`src/hdl/oust_pkg.sv`:
```
// Shared constants, codes and types of the ordered unique set table.
`default_nettype none
package oust_pkg;

	// Table size and key width
	localparam int CAPACITY = 16;
	localparam int KEY_BITS = 32;

	// Port field widths
	localparam int ACTION_W = 2;
	localparam int KEY_PORT_W = 32;
	localparam int POS_W = 4;
	localparam int COUNT_W = 5;
	localparam int STATUS_W = 2;

	// Derived storage widths
	localparam int KEY_W = (KEY_BITS < KEY_PORT_W) ? KEY_BITS : KEY_PORT_W;
	localparam int IDX_W = (CAPACITY > 2) ? $clog2(CAPACITY) : 1;
	localparam int CNT_W = $clog2(CAPACITY + 1);

	// Request codes
	localparam logic [ACTION_W-1:0] ACT_LOOKUP = 2'd0;
	localparam logic [ACTION_W-1:0] ACT_ADD = 2'd1;
	localparam logic [ACTION_W-1:0] ACT_REMOVE = 2'd2;

	// Status codes
	localparam logic [STATUS_W-1:0] ST_DONE = 2'd0;
	localparam logic [STATUS_W-1:0] ST_PRESENT = 2'd1;
	localparam logic [STATUS_W-1:0] ST_ABSENT = 2'd2;
	localparam logic [STATUS_W-1:0] ST_FULL = 2'd3;

	// One finished result
	typedef struct packed {
		logic found;
		logic [POS_W-1:0] position;
		logic [COUNT_W-1:0] entry_count;
		logic [STATUS_W-1:0] status;
	} res_t;

	// Access of the sequencer to the entry memory
	typedef struct packed {
		logic we;
		logic [IDX_W-1:0] waddr;
		logic [KEY_W-1:0] wdata;
		logic [IDX_W-1:0] raddr;
	} ram_req_t;

endpackage
`default_nettype wire

```
`src/hdl/oust_ram.sv`:
```
// Generic single-write, single-read memory with registered read data.
`default_nettype none
module oust_ram #(
	parameter int WIDTH = 32,
	parameter int DEPTH = 16
) (
	input wire logic clk,
	input wire logic we,
	input wire logic [$clog2(DEPTH)-1:0] waddr,
	input wire logic [WIDTH-1:0] wdata,
	input wire logic [$clog2(DEPTH)-1:0] raddr,
	output logic [WIDTH-1:0] rdata
);

	logic [WIDTH-1:0] mem_q [DEPTH];

	// Write one word and read one word; the read data is registered
	always_ff @(posedge clk) begin
		if (we) begin
			mem_q[waddr] <= wdata;
		end
		rdata <= mem_q[raddr];
	end

endmodule
`default_nettype wire

```
`src/hdl/oust_ctrl.sv`:
```
// Sequencer: scans the entries with one comparator, appends, and compacts on remove.
`default_nettype none
module oust_ctrl (
	input wire logic clk,
	input wire logic arst_n,
	input wire logic start,
	input wire logic [oust_pkg::ACTION_W-1:0] action,
	input wire logic [oust_pkg::KEY_PORT_W-1:0] key,
	output logic idle,
	output oust_pkg::ram_req_t ram_req,
	input wire logic [oust_pkg::KEY_W-1:0] rd_data,
	output logic res_valid,
	output oust_pkg::res_t res,
	input wire logic res_take
);

	typedef enum logic [2:0] {
		S_IDLE,
		S_READ,
		S_CMP,
		S_ACT,
		S_SH_RD,
		S_SH_WR,
		S_FIN
	} state_t;

	state_t state_q;
	logic [oust_pkg::ACTION_W-1:0] action_q;
	logic [oust_pkg::KEY_W-1:0] key_q;
	logic [oust_pkg::IDX_W-1:0] idx_q;
	logic [oust_pkg::CNT_W-1:0] held_q;
	logic hit_q;
	logic [oust_pkg::IDX_W-1:0] pos_q;
	logic [oust_pkg::STATUS_W-1:0] status_q;

	logic match;
	logic scan_last;
	logic add_ok;
	logic [oust_pkg::CNT_W-1:0] idx_ext;
	logic [oust_pkg::CNT_W-1:0] pos_ext;

	// Shared comparator and scan bounds
	assign match = (rd_data == key_q);
	assign idx_ext = oust_pkg::CNT_W'(idx_q);
	assign pos_ext = oust_pkg::CNT_W'(pos_q);
	assign scan_last = ((idx_ext + oust_pkg::CNT_W'(1)) == held_q);
	assign add_ok = (action_q == oust_pkg::ACT_ADD) && !hit_q
		&& (held_q != oust_pkg::CNT_W'(oust_pkg::CAPACITY));

	// Drive memory port from the current step
	always_comb begin
		ram_req.we = 1'b0;
		ram_req.waddr = oust_pkg::IDX_W'(held_q);
		ram_req.wdata = key_q;
		ram_req.raddr = idx_q;
		unique case (state_q)
			S_ACT: begin
				ram_req.we = add_ok;
			end
			S_SH_RD: begin
				ram_req.raddr = idx_q + oust_pkg::IDX_W'(1);
			end
			S_SH_WR: begin
				ram_req.we = 1'b1;
				ram_req.waddr = idx_q;
				ram_req.wdata = rd_data;
			end
			default: begin
				ram_req.we = 1'b0;
			end
		endcase
	end

	assign idle = (state_q == S_IDLE);
	assign res_valid = (state_q == S_FIN);
	assign res.found = hit_q;
	assign res.position = oust_pkg::POS_W'(pos_q);
	assign res.entry_count = oust_pkg::COUNT_W'(held_q);
	assign res.status = status_q;

	// Step the sequencer and hold its results
	always_ff @(posedge clk or negedge arst_n) begin
		if (!arst_n) begin
			state_q <= S_IDLE;
			held_q <= '0;
			hit_q <= 1'b0;
			pos_q <= '0;
			status_q <= oust_pkg::ST_DONE;
			idx_q <= '0;
			action_q <= oust_pkg::ACT_LOOKUP;
			key_q <= '0;
		end else begin
			unique case (state_q)
				S_IDLE: begin
					if (start) begin
						action_q <= action;
						key_q <= oust_pkg::KEY_W'(key);
						idx_q <= '0;
						hit_q <= 1'b0;
						pos_q <= '0;
						state_q <= (held_q == '0) ? S_ACT : S_READ;
					end
				end
				S_READ: begin
					state_q <= S_CMP;
				end
				S_CMP: begin
					if (match) begin
						hit_q <= 1'b1;
						pos_q <= idx_q;
						state_q <= S_ACT;
					end else if (scan_last) begin
						state_q <= S_ACT;
					end else begin
						idx_q <= idx_q + oust_pkg::IDX_W'(1);
						state_q <= S_READ;
					end
				end
				S_ACT: begin
					state_q <= S_FIN;
					if (action_q == oust_pkg::ACT_ADD) begin
						if (hit_q) begin
							status_q <= oust_pkg::ST_PRESENT;
						end else if (!add_ok) begin
							status_q <= oust_pkg::ST_FULL;
						end else begin
							held_q <= held_q + oust_pkg::CNT_W'(1);
							status_q <= oust_pkg::ST_DONE;
						end
					end else if (action_q == oust_pkg::ACT_REMOVE) begin
						if (!hit_q) begin
							status_q <= oust_pkg::ST_ABSENT;
						end else begin
							status_q <= oust_pkg::ST_DONE;
							if ((pos_ext + oust_pkg::CNT_W'(1)) < held_q) begin
								idx_q <= pos_q;
								state_q <= S_SH_RD;
							end else begin
								held_q <= held_q - oust_pkg::CNT_W'(1);
							end
						end
					end else begin
						status_q <= hit_q ? oust_pkg::ST_DONE : oust_pkg::ST_ABSENT;
					end
				end
				S_SH_RD: begin
					state_q <= S_SH_WR;
				end
				S_SH_WR: begin
					// Move the next entry down; stop after the last one
					idx_q <= idx_q + oust_pkg::IDX_W'(1);
					if ((idx_ext + oust_pkg::CNT_W'(2)) < held_q) begin
						state_q <= S_SH_RD;
					end else begin
						held_q <= held_q - oust_pkg::CNT_W'(1);
						state_q <= S_FIN;
					end
				end
				S_FIN: begin
					if (res_take) begin
						state_q <= S_IDLE;
					end
				end
				default: begin
					state_q <= S_IDLE;
				end
			endcase
		end
	end

endmodule
`default_nettype wire

```
`src/hdl/ordered_unique_set_table_unit.sv`:
```
// Top level of the ordered unique set table: sequencer, entry memory, result register.
// Steps: a request scans the entries in order until a hit or the last held entry, then
// decides in one step, moves each later entry down on remove, and passes the result register.
// Requests: one at a time; the scan through the single memory read port and
// one comparator bounds how soon a request completes, longest for a full scan or a remove.
// Reset: arst_n clears the entry count and all control state; entry memory is not cleared.
`default_nettype none
module ordered_unique_set_table_unit (
	input wire logic clk,
	input wire logic arst_n,
	input wire logic req_valid,
	output logic req_ready,
	input wire logic [oust_pkg::ACTION_W-1:0] action,
	input wire logic [oust_pkg::KEY_PORT_W-1:0] key,
	output logic rsp_valid,
	input wire logic rsp_ready,
	output logic found,
	output logic [oust_pkg::POS_W-1:0] position,
	output logic [oust_pkg::COUNT_W-1:0] entry_count,
	output logic [oust_pkg::STATUS_W-1:0] status
);

	oust_pkg::ram_req_t ram_req;
	oust_pkg::res_t res;
	oust_pkg::res_t res_q;
	logic [oust_pkg::KEY_W-1:0] rd_data;
	logic ctrl_idle;
	logic res_valid;
	logic res_take;
	logic rsp_valid_q;

	oust_ctrl u_ctrl (
		.clk(clk),
		.arst_n(arst_n),
		.start(req_valid),
		.action(action),
		.key(key),
		.idle(ctrl_idle),
		.ram_req(ram_req),
		.rd_data(rd_data),
		.res_valid(res_valid),
		.res(res),
		.res_take(res_take)
	);

	oust_ram #(
		.WIDTH(oust_pkg::KEY_W),
		.DEPTH(oust_pkg::CAPACITY)
	) u_entries (
		.clk(clk),
		.we(ram_req.we),
		.waddr(ram_req.waddr),
		.wdata(ram_req.wdata),
		.raddr(ram_req.raddr),
		.rdata(rd_data)
	);

	assign req_ready = ctrl_idle;
	assign res_take = !rsp_valid_q || rsp_ready;

	// Hold the finished result until the transaction completes
	always_ff @(posedge clk or negedge arst_n) begin
		if (!arst_n) begin
			rsp_valid_q <= 1'b0;
		end else if (res_take) begin
			rsp_valid_q <= res_valid;
		end
	end

	always_ff @(posedge clk) begin
		if (res_take && res_valid) begin
			res_q <= res;
		end
	end

	assign rsp_valid = rsp_valid_q;
	assign found = res_q.found;
	assign position = res_q.position;
	assign entry_count = res_q.entry_count;
	assign status = res_q.status;

	// Count never exceeds the table size
	assert property (@(posedge clk) disable iff (!arst_n)
		rsp_valid |-> (entry_count <= oust_pkg::COUNT_W'(oust_pkg::CAPACITY)))
		else $error("entry count beyond capacity");

	// A miss reports position zero
	assert property (@(posedge clk) disable iff (!arst_n)
		(rsp_valid && !found) |-> (position == '0))
		else $error("nonzero position on miss");

	// Full is only reported on a miss with the table at capacity
	assert property (@(posedge clk) disable iff (!arst_n)
		(rsp_valid && status == oust_pkg::ST_FULL) |->
		(!found && entry_count == oust_pkg::COUNT_W'(oust_pkg::CAPACITY)))
		else $error("full status with room or hit");

	// Already-present is only reported on a hit
	assert property (@(posedge clk) disable iff (!arst_n)
		(rsp_valid && status == oust_pkg::ST_PRESENT) |-> found)
		else $error("present status without hit");

	// No new request is taken while the sequencer is busy
	assert property (@(posedge clk) disable iff (!arst_n)
		(req_valid && req_ready) |=> !req_ready)
		else $error("request taken while busy");

endmodule
`default_nettype wire

```
`config.mk`:
```
export PLATFORM = sky130hd
export DESIGN_NAME = ordered_unique_set_table_unit
export DESIGN_NICKNAME = d
export VERILOG_FILES = /design/src/hdl/oust_pkg.sv /design/src/hdl/oust_ram.sv /design/src/hdl/oust_ctrl.sv /design/src/hdl/ordered_unique_set_table_unit.sv
export SDC_FILE = /design/constraint.sdc
export NUM_CORES = 1
export LEC_CHECK = 0
export ABC_AREA = 1
export BUFFER_PORTS_ARGS = -buffer_cell sky130_fd_sc_hd__buf_2
export CORE_ASPECT_RATIO = 1.4
export CORE_MARGIN = 8
export CORE_UTILIZATION = 60
export CTS_CLUSTER_SIZE = 14
export DETAILED_ROUTE_END_ITERATION = 10
export PLACE_DENSITY = 0.77
export SYNTH_ARGS = -nofsm -noshare
export SYNTH_HDL_FRONTEND = slang
export SYNTH_SLANG_ARGS = --single-unit
export TNS_END_PERCENT = 50
```
`constraint.sdc`:
```
create_clock -name clk -period 3.5 [get_ports clk]
set_input_delay 0.525 -clock clk [delete_from_list [all_inputs] [get_ports clk]]
set_output_delay 0.525 -clock clk [all_outputs]
set_load 0.02 [all_outputs]
```
Word level (Yosys, flattened, before mapping) --
Memories as Yosys holds them, arrays and structs flattened. A register that Yosys moved wholly into a read port is not among the register bits. Cells that the tools add are included. W data, S select, Z words.
Word-level totals: memories 1, logic and storage cells 105, flip-flop bits (word level) 66, input bits 38, output and inout port bits 14, bits in writable memories 512
Memories:
- u_entries.mem_q | words 16, bits a word 32, read ports 1, clocked after memory_dff 1, wr ports 1, line oust_ram.sv:15 | logic [WIDTH-1:0] mem_q [DEPTH];
Cells by class: equality and inequality tests 26, multiplexer cells 41, $lt $le $gt $ge 2, add/subtract/negate cells 6, reductions and logical operators 16
Operators with widths (number):
- $mux W36 | 1
- $mux W4 | 9
- $mux W5 | 7
- $eq A32 B32 Y1 | 1
- $pmux W3 S7 | 1
- $mux W3 | 6
- $mux W2 | 8
- $pmux W4 S4 | 1
- $add A4 B1 Y5 const B | 2
- $lt A5 B5 Y1 | 2
- $ne A2 B1 Y1 const B | 5
- $ne A2 B2 Y1 const B | 5
- $pmux W5 S2 | 1
- $eq A3 B3 Y1 const B | 3
- $pmux W4 S2 | 1
- $reduce_and A8 Y1 | 1
- $reduce_and A7 Y1 | 1
- $eq A3 B2 Y1 const B | 2
- $ne A3 B1 Y1 const B | 2
- $ne A3 B2 Y1 const B | 2
- $add A4 B2 Y5 const B | 1
- $add A5 B1 Y5 const B | 1
- $eq A5 B5 Y1 | 1
- $logic_not A5 Y1 | 1
- 17 further kinds | 26

Longest topological paths before layout --
depth after elaboration 7, gate-level depth with buffers 14, gate-level depth less buffers 14

By module --
A second synthesis with hierarchy kept.
Unflattened totals: cells, all modules 2660, area total of the unflattened synthesis 26995.9 sq um
By module, submodules not included:
- oust_ram | area an instance 22730.6 sq um, sequential area each 16015.4 sq um, times used 1, cells an instance 2120
- oust_ctrl | area an instance 3860.0 sq um, sequential area each 1326.3 sq um, times used 1, cells an instance 522
- ordered_unique_set_table_unit | area an instance 405.4 sq um, sequential area each 385.4 sq um, times used 1, cells an instance 18

Least setup slack after synthesis --
OpenSTA, ideal clock, no wires.
path type register -> register, start point register u_ctrl.held_q[0] (netlist name), end point memory u_entries.mem_q[10][0] (enable), required time 3079 ps, buffers on the path 0, path slack 231 ps, cell stages (with the launch flop) 8, setup time 421 ps, data arrival time 2848 ps, cells stage by stage dfrtp_1 inv_1 ha_1 nand4_1 nand2_1 o31ai_1 nand3_1 nor2_1
On the way: longest elaborated chain between the ends 5, elaborated cells between the ends (all ways) 6
RTL lines:
- start: declaration | line oust_ctrl.sv:31 | logic [oust_pkg::CNT_W-1:0] held_q;
- start signal: assignment | line oust_ctrl.sv:127 | held_q <= held_q + oust_pkg::CNT_W'(1);
- start signal: assignment | line oust_ctrl.sv:139 | held_q <= held_q - oust_pkg::CNT_W'(1);
- start signal: assignment | line oust_ctrl.sv:155 | held_q <= held_q - oust_pkg::CNT_W'(1);
- $ne A5 B5 Y1 | line oust_ctrl.sv:48 | && (held_q != oust_pkg::CNT_W'(oust_pkg::CAPACITY));
- $logic_and A1 B1 Y1 | line oust_ctrl.sv:48
- $pmux W1 S2 | line oust_ctrl.sv:56 | unique case (state_q)
- $mux W1 | line oust_ram.sv:19 | if (we) begin
- $mux W1 (implied by the code) | line oust_ram.sv:20 | mem_q[waddr] <= wdata;
- end: declaration | line oust_ram.sv:15
Parallel ways exist; a longest one is shown, timed or not.

Final worst setup path --
start point register u_ctrl.held_q[0] (netlist name), end point memory u_entries.mem_q[11][17] (enable)
Same word-level chain as after synthesis.

==> out/qor.txt <==
Status -> finished, final reports clean
Period utilisation layout -> 87.2%
Post-Place Worst Slack -> 494 ps
CP startpoint kind -> register
Area Growth Syn to Fin -> 11.4%
Crit. Startpoint -> u_ctrl.held_q[0]
Slew Limit Fails -> 0
Crit path kind -> register to register
R2R depth -> 8
Critical path arrival -> 3280 ps
CP endpoint -> u_entries.mem_q[11][17]
Yosys reg bits -> 610
Initial Utilization -> 60.9%
VDD IR max -> 0.556 mV
Final worst slack -> 447 ps
Worst R2R Setup Slack -> 450 ps
Leak -> 11.4 nW
Post-Syn Nets -> 2,368
Total CTS buffers -> 56
RSZ-0062 raised after global routing -> no
# diodes -> 0
Final Util -> 67.9%
Initial antenna violation count -> 0
P per Cell Area -> 832 nW/um^2
Final wirelength -> 64.5 mm
Worst min-delay path startpoint -> key[18]
Die height -> 261 um
Synth top area cells -> edfxtp_1 (61%), nand2_1 (11%), o211ai_1 (5.6%)
# rows -> 89
Routed Antenna Nets -> 0
Share of the synthesized area in the top cell type -> 61.2%
Rel. slew slack -> 35.4%
# Max-Cap Violations -> 0
Final Hold Violating Endpoints -> 0
WP data required -> 3730 ps
Drt drc -> 0
Clk root buf -> clkbuf_16
CTS tree -> built
First-pass GRT wire length -> 98.4 mm
Yosys warnings -> 0
DR pass1 iterations -> 5
Clock Tree Buf Depth -> 3
Setup TNS -> 0 ps
Skew final -> 17.1 ps
Largest net degree at the start of global routing -> 129
Crit path time final -> 3050 ps
Vias -> 17.5k
PostCTS Resize Cnt -> 0
Slew @ Worst Pin -> 970 ps
H-tree levels -> 2
Crit end category -> register
Starting DRT DRC Count -> 1,912
DIE WIDTH -> 191 um
Port buffer count -> 51
GRT Overall Usage -> 25.8%
Worst r2r src -> u_ctrl.held_q[0]
Dominant cell type by area after synthesis -> edfxtp_1
CP Max Fanout -> 22
Avg Inst Size Synth -> 11.1 um^2
Seq/Total Area, Yosys -> 69.0%
Syn Inst Count -> 2,316
Io pins -> 52
FMAX -> 328 MHz
Die area -> 49,800 um^2
Filler cells -> 2,929
Wirelength per Cell -> 21.7 um
Placer's final routability congestion estimate -> 0.884
Layout cells sized above 1 -> 9.43%
Worst min path class -> input port to register
Avg Vias per Cell -> 5.91
Total power -> 23.8 mW
CTS clk-pin slew, worst paths -> 60 ps
Detailed placer's ending HPWL -> 38.3 mm
Later-pin clock latency in the skew report -> 580 ps
Mapped Area -> 25,700 um^2
Final Net Count -> 2,424
Distinct cells, synth -> 33
Clock sink total -> 610
Total core area -> 42,200 um^2
RR Endpoint -> u_entries.mem_q[11][17]
Worst hold slack -> 139 ps
Final Setup Violations -> 0
GRT overflow -> 0
Number of global-route vias before repair -> 17.2k
## through the flow
stage,instances,area (um^2)
after floorplan,2316,25700
after global placement,2859,26900
after detailed placement,2859,26900
after CTS,2964,28600
after global routing,2964,28600
final,2964,28600
## cell type report
class                           instances  area, um^2  share of cell area, %
Clock inverter                         20         203                  0.708
Inverter                              254         956                   3.34
Multi-Input combinational cell       1332        6600                   23.0
Clock buffer                           84        1570                   5.47
Tap cell                              546         683                   2.39
Sequential cell                       610       17700                   61.9
Timing Repair Buffer                  118         911                   3.18
## worst min-delay path by stage
stage | to | cells past startpoint | slack, ps
after CTS | u_ctrl.key_q[18] | 3 | 120
after global placement | status[1] | 0 | 490
after global routing | u_ctrl.key_q[30] | 3 | 130
final | u_ctrl.key_q[18] | 3 | 140
after floorplan | rsp_valid | 0 | 230
after detailed placement | status[0] | 0 | 490
## per-layer routing
layer,vias up,track usage [%],share of wire [%]
li1,8024,-,-
met1,8443,33.4,38
met2,897,42.8,49
met3,154,4.07,8.7
met4,0,11.3,4.3
met5,-,0,0
## what timing repair did
item / in CTS / in global routing
hold buffers: 1 / 0
setup buffers: 0 / 0
hold endpoints to repair: 18 / 0
## state kept, by name, summed over array words and instances (netlist names)
| signal | cells |
|---|---|
| u_entries.mem_q | 512 |
| u_ctrl.key_q | 32 |
| u_entries.rdata | 32 |
| entry_count | 5 |
| u_ctrl.held_q | 5 |
| position | 4 |
| u_ctrl.idx_q | 4 |
| u_ctrl.pos_q | 4 |
| u_ctrl.state_q | 3 |
| status | 2 |
| u_ctrl.action_q | 2 |
| u_ctrl.status_q | 2 |
| found | 1 |
| rsp_valid | 1 |
| u_ctrl.hit_q | 1 |
## kinds of logic after synthesis
group / Yosys count / synth area share [%]
simple gates: 1041 / 16.5
flops: 610 / 69.0
compound gates: 248 / 6.76
buf+inv: 374 / 6.08
fa+ha+maj: 14 / 0.682
xor+xnor: 29 / 0.988
## placed cells by master (no fill, tap or decap), types with 14 or more instances in the layout
cell type | Yosys | final
buf_2 | 82 | 51
buf_4 | 13 | 54
clkbuf_1 | 13 | 23
clkbuf_16 | 0 | 57
dfrtp_1 | 54 | 54
dfxtp_1 | 32 | 32
edfxtp_1 | 524 | 524
ha_1 | 14 | 14
inv_1 | 246 | 246
nand2_1 | 757 | 757
nand3_1 | 215 | 215
nand4_1 | 14 | 14
nor2_1 | 43 | 26
nor2_4 | 0 | 17
o211ai_1 | 192 | 192
o21ai_0 | 40 | 40
xnor2_1 | 24 | 24
## cell usage after synthesis
library cell / n
dfxtp_1: 32
nand3_1: 215
o31ai_1: 1
nand4_1: 14
nor2_2: 2
nand2_4: 1
nand2_2: 3
clkinv_1: 1
buf_6: 1
edfxtp_1: 524
nand2_1: 757
inv_2: 7
ha_1: 14
nor3_1: 4
a211oi_1: 1
o21ai_2: 2
buf_4: 13
buf_2: 82
xor2_1: 5
clkbuf_1: 13
nand3b_1: 1
o21a_1: 1
a21oi_1: 3
nor3_2: 1
o21ai_0: 40
o22ai_1: 1
o211ai_1: 192
dfrtp_1: 54
o21ai_1: 7
xnor2_1: 24
inv_1: 246
buf_1: 11
nor2_1: 43
## where the power goes
group / internal [mW] / total [mW] / switching (mW)
Combinational: 2.10 / 7.61 / 5.51
Clock: 3.38 / 5.94 / 2.56
Sequential: 9.76 / 10.3 / 0.530
Total: 15.2 / 23.8 / 8.61
## critical path: stages, from the launching register on
cell     delay (ps)
dfrtp_1         450
inv_1           120
ha_1            260
nand4_1         140
nand2_1          80
o31ai_1         510
nand3_1         500
nor2_4          210
buf_4           420
Note: power is estimated with default switching activity, not from simulation.
